### src/rtl/ptb_pkg.sv
// Shared types and constants for the periodic timer bank.
`timescale 1ns / 1ps

package ptb_pkg;

  localparam int NUM_TIMERS_DEF = 4;
  localparam int CNT_W          = 32;
  localparam int MASK_W         = 4;
  localparam int IN_DATA_W      = 72;
  localparam int OUT_DATA_W     = 8;

  localparam logic [1:0] REQ_TICK  = 2'd0;
  localparam logic [1:0] REQ_WRITE = 2'd1;
  localparam logic [1:0] REQ_CLEAR = 2'd2;

  // Input tdata layout, last field in the lowest bits.
  typedef struct packed {
    logic             pad;
    logic [CNT_W-1:0] period;
    logic [CNT_W-1:0] start_count;
    logic             auto_reload;
    logic             run;
    logic             in_use;
    logic [1:0]       timer_index;
    logic [1:0]       req_type;
  } req_t;

  // Commands from the controller to the datapath.
  typedef struct packed {
    logic load;   // capture the incoming request
    logic exec;   // apply the captured request and load the result register
  } ptb_cmd_t;

endpackage

### src/rtl/ptb_ctrl.sv
// Controller: request handshake, sequencing and result valid.
`timescale 1ns / 1ps

module ptb_ctrl (
  input  logic              clk,
  input  logic              rst_n,
  input  logic              in_tvalid,
  output logic              in_tready,
  output logic              out_tvalid,
  input  logic              out_tready,
  output ptb_pkg::ptb_cmd_t cmd
);
  import ptb_pkg::*;

  typedef enum logic {ST_IDLE, ST_EXEC} state_t;

  state_t state_r, state_nxt;
  logic   in_tready_r, in_tready_nxt;
  logic   out_tvalid_r, out_tvalid_nxt;
  logic   accept, exec;

  assign accept = in_tvalid && in_tready_r;
  // The result register may be reloaded once it is empty or being drained.
  assign exec   = (state_r == ST_EXEC) && (!out_tvalid_r || out_tready);

  always_comb begin
    state_nxt      = state_r;
    in_tready_nxt  = in_tready_r;
    out_tvalid_nxt = out_tvalid_r && !out_tready;
    case (state_r)
      ST_IDLE: begin
        if (accept) begin
          state_nxt     = ST_EXEC;
          in_tready_nxt = 1'b0;
        end else begin
          in_tready_nxt = 1'b1;
        end
      end
      ST_EXEC: begin
        if (exec) begin
          state_nxt      = ST_IDLE;
          in_tready_nxt  = 1'b1;
          out_tvalid_nxt = 1'b1;
        end
      end
      default: begin
        state_nxt     = ST_IDLE;
        in_tready_nxt = 1'b0;
      end
    endcase
  end

  always_ff @(posedge clk) begin
    if (!rst_n) begin
      state_r      <= ST_IDLE;
      in_tready_r  <= 1'b0;
      out_tvalid_r <= 1'b0;
    end else begin
      state_r      <= state_nxt;
      in_tready_r  <= in_tready_nxt;
      out_tvalid_r <= out_tvalid_nxt;
    end
  end

  assign in_tready  = in_tready_r;
  assign out_tvalid = out_tvalid_r;
  assign cmd.load   = accept;
  assign cmd.exec   = exec;

endmodule

### src/rtl/ptb_datapath.sv
// Datapath: timer state, per-timer count and compare, result register.
`timescale 1ns / 1ps

module ptb_datapath #(
  parameter int NumTimers = ptb_pkg::NUM_TIMERS_DEF
) (
  input  logic                            clk,
  input  logic                            rst_n,
  input  ptb_pkg::ptb_cmd_t               cmd,
  input  logic [ptb_pkg::IN_DATA_W-1:0]   in_tdata,
  output logic [ptb_pkg::MASK_W-1:0]      fire_mask,
  output logic [ptb_pkg::MASK_W-1:0]      running_mask,
  output logic                            exec_is_tick
);
  import ptb_pkg::*;

  req_t             req_r;
  logic [CNT_W-1:0] count_r   [NumTimers];
  logic [CNT_W-1:0] count_nxt [NumTimers];
  logic [CNT_W-1:0] period_r  [NumTimers];
  logic [CNT_W-1:0] period_nxt[NumTimers];
  logic [NumTimers-1:0] used_r, used_nxt;
  logic [NumTimers-1:0] run_r, run_nxt;
  logic [NumTimers-1:0] reload_r, reload_nxt;
  logic [NumTimers-1:0] fire;
  logic [NumTimers-1:0] active_nxt;
  logic [NumTimers+MASK_W-1:0] fire_ext;
  logic [NumTimers+MASK_W-1:0] active_ext;
  logic [MASK_W-1:0] fire_mask_r, running_mask_r;

  always_ff @(posedge clk) begin
    if (cmd.load) begin
      req_r <= req_t'(in_tdata);
    end
  end

  // Every timer has its own incrementer and period compare.
  always_comb begin
    logic [CNT_W-1:0] cnt_inc;
    logic             sel;
    for (int t = 0; t < NumTimers; t++) begin
      cnt_inc       = count_r[t] + CNT_W'(1);
      sel           = (32'(req_r.timer_index) == t);
      count_nxt[t]  = count_r[t];
      period_nxt[t] = period_r[t];
      used_nxt[t]   = used_r[t];
      run_nxt[t]    = run_r[t];
      reload_nxt[t] = reload_r[t];
      fire[t]       = 1'b0;
      case (req_r.req_type)
        REQ_TICK: begin
          if (used_r[t] && run_r[t]) begin
            if ((period_r[t] != '0) && (cnt_inc == period_r[t])) begin
              fire[t]      = 1'b1;
              count_nxt[t] = '0;
              run_nxt[t]   = reload_r[t];
            end else begin
              count_nxt[t] = cnt_inc;
            end
          end
        end
        REQ_WRITE: begin
          if (sel) begin
            used_nxt[t]   = req_r.in_use;
            run_nxt[t]    = req_r.run;
            reload_nxt[t] = req_r.auto_reload;
            count_nxt[t]  = req_r.start_count;
            period_nxt[t] = req_r.period;
          end
        end
        REQ_CLEAR: begin
          if (sel) begin
            count_nxt[t] = '0;
          end
        end
        default: begin
        end
      endcase
      active_nxt[t] = used_nxt[t] && run_nxt[t];
    end
  end

  // Only the low timers appear in the masks; pad for banks smaller than the mask.
  assign fire_ext   = {{MASK_W{1'b0}}, fire};
  assign active_ext = {{MASK_W{1'b0}}, active_nxt};

  always_ff @(posedge clk) begin
    if (!rst_n) begin
      for (int t = 0; t < NumTimers; t++) begin
        count_r[t]  <= '0;
        period_r[t] <= '0;
      end
      used_r   <= '0;
      run_r    <= '0;
      reload_r <= '0;
    end else if (cmd.exec) begin
      for (int t = 0; t < NumTimers; t++) begin
        count_r[t]  <= count_nxt[t];
        period_r[t] <= period_nxt[t];
      end
      used_r   <= used_nxt;
      run_r    <= run_nxt;
      reload_r <= reload_nxt;
    end
  end

  always_ff @(posedge clk) begin
    if (cmd.exec) begin
      fire_mask_r    <= fire_ext[MASK_W-1:0];
      running_mask_r <= active_ext[MASK_W-1:0];
    end
  end

  assign fire_mask    = fire_mask_r;
  assign running_mask = running_mask_r;
  assign exec_is_tick = (req_r.req_type == REQ_TICK);

endmodule

### src/rtl/periodic_timer_bank.sv
// Periodic timer bank: one result per request, with the fire and running masks.
// An accepted request is registered, then executed in the EXEC state into the result register.
// A new request is accepted only after the previous one has been executed.
// Execution stalls while an earlier result waits in the output register.
// Reset (synchronous, rst_n low) clears all timers and drops tready and tvalid.
`timescale 1ns / 1ps

module periodic_timer_bank #(
  parameter int NUM_TIMERS = ptb_pkg::NUM_TIMERS_DEF
) (
  input  logic                            clk,
  input  logic                            rst_n,
  input  logic                            in_tvalid,
  output logic                            in_tready,
  // req_type[1:0], timer_index[3:2], in_use[4], run[5], auto_reload[6],
  // start_count[38:7], period[70:39], zero fill [71]
  input  logic [ptb_pkg::IN_DATA_W-1:0]   in_tdata,
  output logic                            out_tvalid,
  input  logic                            out_tready,
  // fire_mask[3:0], running_mask[7:4]
  output logic [ptb_pkg::OUT_DATA_W-1:0]  out_tdata
);
  import ptb_pkg::*;

  ptb_cmd_t          cmd;
  logic [MASK_W-1:0] fire_mask, running_mask;
  logic              exec_is_tick;

  ptb_ctrl u_ctrl (
    .clk        (clk),
    .rst_n      (rst_n),
    .in_tvalid  (in_tvalid),
    .in_tready  (in_tready),
    .out_tvalid (out_tvalid),
    .out_tready (out_tready),
    .cmd        (cmd)
  );

  ptb_datapath #(
    .NumTimers (NUM_TIMERS)
  ) u_datapath (
    .clk          (clk),
    .rst_n        (rst_n),
    .cmd          (cmd),
    .in_tdata     (in_tdata),
    .fire_mask    (fire_mask),
    .running_mask (running_mask),
    .exec_is_tick (exec_is_tick)
  );

  assign out_tdata = {running_mask, fire_mask};

`ifndef SYNTHESIS
  // A request is accepted only when no other one is in flight.
  a_one_in_flight: assert property (@(posedge clk) disable iff (!rst_n)
    (in_tvalid && in_tready) |=> !in_tready)
    else $error("request accepted while another is in flight");

  // Executing a request always leaves a valid result behind.
  a_exec_gives_result: assert property (@(posedge clk) disable iff (!rst_n)
    cmd.exec |=> out_tvalid)
    else $error("executed request produced no result");

  // Only a tick can fire timers.
  a_fire_only_on_tick: assert property (@(posedge clk) disable iff (!rst_n)
    (cmd.exec && !exec_is_tick) |=> (fire_mask == '0))
    else $error("fire mask set on a non-tick request");
`endif

endmodule
### config.mk
export PLATFORM = sky130hd
export DESIGN_NAME = periodic_timer_bank
export DESIGN_NICKNAME = d
export VERILOG_FILES = /design/src/rtl/ptb_pkg.sv /design/src/rtl/ptb_ctrl.sv /design/src/rtl/ptb_datapath.sv /design/src/rtl/periodic_timer_bank.sv
export SDC_FILE = /design/constraint.sdc
export NUM_CORES = 1
export LEC_CHECK = 0
export BUFFER_PORTS_ARGS = -buffer_cell sky130_fd_sc_hd__buf_2
export CAP_MARGIN = 20
export CORE_MARGIN = 3
export CORE_UTILIZATION = 55
export DETAILED_ROUTE_END_ITERATION = 10
export PLACE_DENSITY = 0.75
export REMOVE_ABC_BUFFERS = 1
export SLEW_MARGIN = 10
export SYNTH_ARGS = -nofsm -noshare
export SYNTH_HDL_FRONTEND = slang
export SYNTH_SLANG_ARGS = --single-unit
### constraint.sdc
create_clock -name clk -period 3.5 [get_ports clk]
set_input_delay 0.175 -clock clk [delete_from_list [all_inputs] [get_ports clk]]
set_output_delay 0.175 -clock clk [all_outputs]
set_load 0.01 [all_outputs]
==> results_dict.tcl <==
set metrics [dict create \
    die_x_um 201 \
    cp.required_ns 3.77 \
    cp-start-kind "flip-flop" \
    setup_viol 21 \
    grtUsageTotal_pct 37.2 \
    ir_worst_vdd_uv 452 \
    synthDistinctLibCells 83 \
    min_path_type "primary input to flip-flop" \
    die_y_um 201 \
    place_area_mm2 0.0232 \
    grt_antenna_before_repair 5 \
    reg2reg_slack_ns -0.06 \
    startpoint "u_datapath.count_r[0][33]$_SDFFCE_PN0P_" \
    synth_ff_type "edfxtp_1" \
    avgSynthCellArea_um2 10.5 \
    grt_max_degree 79 \
    io_buffers 84 \
    cts_buffer_depth 3 \
    drt-initial-drc-count 2624 \
    fin_crit_sh_pct 102 \
    period_needed_ns 3.56 \
    final-instance-count-excl-fill 2863 \
    drc 0 \
    synth-edff-count 335 \
    yosysMostFrequentCell "edfxtp_1" \
    die-area_mm2 0.0405 \
    synthCells 2007 \
    power_mw 10.7 \
    hp-start "rst_n" \
    netlist_area_mm2 0.0210 \
    arrival_ns 3.83 \
    hold_viol 0 \
    power_density_mw_per_mm2 413 \
    crit_fanout 7 \
    cts_buffers 40 \
    grt-ovfl-total 0 \
    rr_startpoint "u_datapath.count_r[0][33]$_SDFFCE_PN0P_" \
    dpl.cell_count 2674 \
    swShare_pct 26.6 \
    postLayoutCellArea_mm2 0.0260 \
    cts_tree "yes" \
    clock_sinks 350 \
    power_frac_comb_pct 12.3 \
    slew_headroom_pct 44.5 \
    fmax_ghz 0.281 \
    ant_nets 0 \
    fin_nets 2405 \
    yosys.area.top_type_share_pct 47.9 \
    async_flop_share_pct 0 \
    cts.clk_slew.worst_paths_ns 0.06 \
    area_growth_pct 23.8 \
    yosysSeqAreaShare_pct 49.4 \
    gp_congestion 1.00 \
    clock_latency_ns 0.57 \
    violations "setup timing" \
    clkPwrFrac_pct 40.2 \
    start_util_pct 56.5 \
    cts_htree_levels 2 \
    drv_cap 0 \
    internal_power_mw 7.88 \
    end_kind "flip-flop" \
    power.switching_mw 2.85 \
    route.vias.total 18995 \
    yosysTopAreaCell "edfxtp_1" \
    setup_ws_ns -0.0572 \
    coreArea_mm2 0.0371 \
    post_drt_wl_per_cell_um 27.3 \
    ys_warn_count 0 \
    worstMarginPinSlew_ns 0.833 \
    dr.pass1.iters 7 \
    io_pins 86 \
    seq_power_share_pct 47.5 \
    drive_gt1_share_pct 20.4 \
    synth_area_leaders "edfxtp_1, xnor2_1, xor2_1" \
    rsz0062_at_grt "true" \
    drv_slew 0 \
    fin_skew_ns 0.0192 \
    vias_per_cell 6.63 \
    dp.final_hpwl_mm 53.8 \
    grt_first_pass_wirelength_mm 113 \
    leakage_nw 9.40 \
    drt-total-wl_mm 78.3 \
    rows 70 \
    first_global_vias 17964 \
    ys_top_cells_by_count "edfxtp_1, nand2_1, xnor2_1" \
    clock-root-buffer "clkbuf_16" \
    status "complete, but fails checks" \
    ys_ff_latch 350 \
    critPathKind "flip-flop to flip-flop" \
]
==> kinds of logic (layout without fill, tap and decap cells) <==
group / count (synthesis) / in the layout / share of synthesized area (%)
multiplexers: 21 / 21 / 1.01
other: 0 / 7 / 0
AND/OR/NAND/NOR: 848 / 848 / 22.6
flip-flops: 350 / 350 / 49.4
adder cells (fa/ha/maj): 7 / 7 / 0.417
AO/OA/AOI/OAI: 391 / 391 / 12.8
buffers and inverters: 165 / 510 / 3.37
XOR/XNOR: 225 / 225 / 10.4
==> flip-flops by register name, indices dropped and copies added, names as in the netlist <==
signal / count
u_ctrl.in_tready: 1
u_ctrl.out_tvalid: 1
u_ctrl.state_r: 1
u_datapath.count_r: 128
u_datapath.fire_mask: 4
u_datapath.period_r: 128
u_datapath.reload_r: 4
u_datapath.req_r: 71
u_datapath.run_r: 4
u_datapath.running_mask: 4
u_datapath.used_r: 4
==> worst max-delay path, stage by stage (launching register included) <==
cell and delay (ns):
edfxtp_1 0.45, ha_4 0.22, and4_2 0.30, nand4_1 0.11, buf_4 0.19, nor2_2 0.14, o32ai_1 0.14, a311o_1 0.34
or4_4 0.55, nor4_4 0.37, buf_6 0.21, clkbuf_16 0.16, o31ai_1 0.07
==> metrics by stage <==
step / setup slack [ns] / hold slack, ns / util, % / setup TNS, ns
after global placement: -0.305 / 0.352 / 62.5 / -0.646
after CTS: 0.0114 / 0.172 / 68.3 / 0
after detailed placement: -0.110 / 0.354 / 62.5 / -1.18
after floorplan: -0.955 / 0.274 / - / -80.45
final: -0.0572 / 0.192 / 70.0 / -0.738
after global routing: -0.110 / 0.232 / 69.9 / -2.42
==> power groups by stage <==
| stage | Clock [mW] | Sequential (mW) | Combinational (mW) |
|---|---|---|---|
| 6_report | 4.32 | 5.09 | 1.32 |
| 5_1_grt | 4.49 | 5.11 | 1.41 |
| 4_1_cts | 4.32 | 5.07 | 1.25 |
| 3_5_place_dp | 0 | 5.16 | 1.17 |
| 3_3_place_gp | 0 | 5.15 | 1.16 |
| 2_1_floorplan | 0 | 5.16 | 0.646 |
==> layer usage <==
| layer | track usage, % | part of all wire (%) |
|---|---|---|
| met5 | 0 | 0.073 |
| met4 | 19.9 | 6.1 |
| met3 | 10.7 | 13 |
| met2 | 54.5 | 43 |
| met1 | 50.4 | 39 |
==> final timing paths <==
kind,end,cells past startpoint
max,u_datapath.count_r[0][42]$_SDFFCE_PN0P_,12
min,u_datapath.used_r[2]$_SDFFE_PN0P_,3
max reg2reg,u_datapath.count_r[0][42]$_SDFFCE_PN0P_,12
min reg2reg,u_datapath.run_r[2]$_SDFFE_PN0P_,2
==> timing repair <==
action / 4_1_cts / 5_1_grt
gates cloned: 1 / 7
pin swaps: 5 / 27
gates resized for setup: 9 / 62
setup buffers: 4 / 24
hold buffers: 74 / 0
setup endpoints to repair: 51 / 134
hold endpoints to repair: 73 / 0
==> final cells by class <==
class,instances,area (um^2)
diodes,7,17.5
clock buffers,43,1030
clock inverters,29,284
fillers,2767,11200
inverters,32,120
multi-input cells,1492,10300
flip-flops and latches,350,10400
well taps,504,631
repair buffers,406,3220
==> layout by cell type, fill, tap and decap left out, types with 18 or more instances in the layout <==
cell type	n
nor2_1	97
xnor2_1	131
o21ai_0	96
clkbuf_16	44
nor4_1	60
or3_1	25
nand4_1	88
edfxtp_1	335
nand3_1	81
nand2_1	167
a21oi_1	40
and2_1	18
dlygate4sd3_1	74
nor3_1	43
nand2b_1	32
buf_4	227
mux2i_1	19
nor2b_1	27
inv_1	31
and3_1	87
xor2_1	78
buf_2	86
o31ai_1	75
and4_1	25
Power figures use the tool's default switching activity.
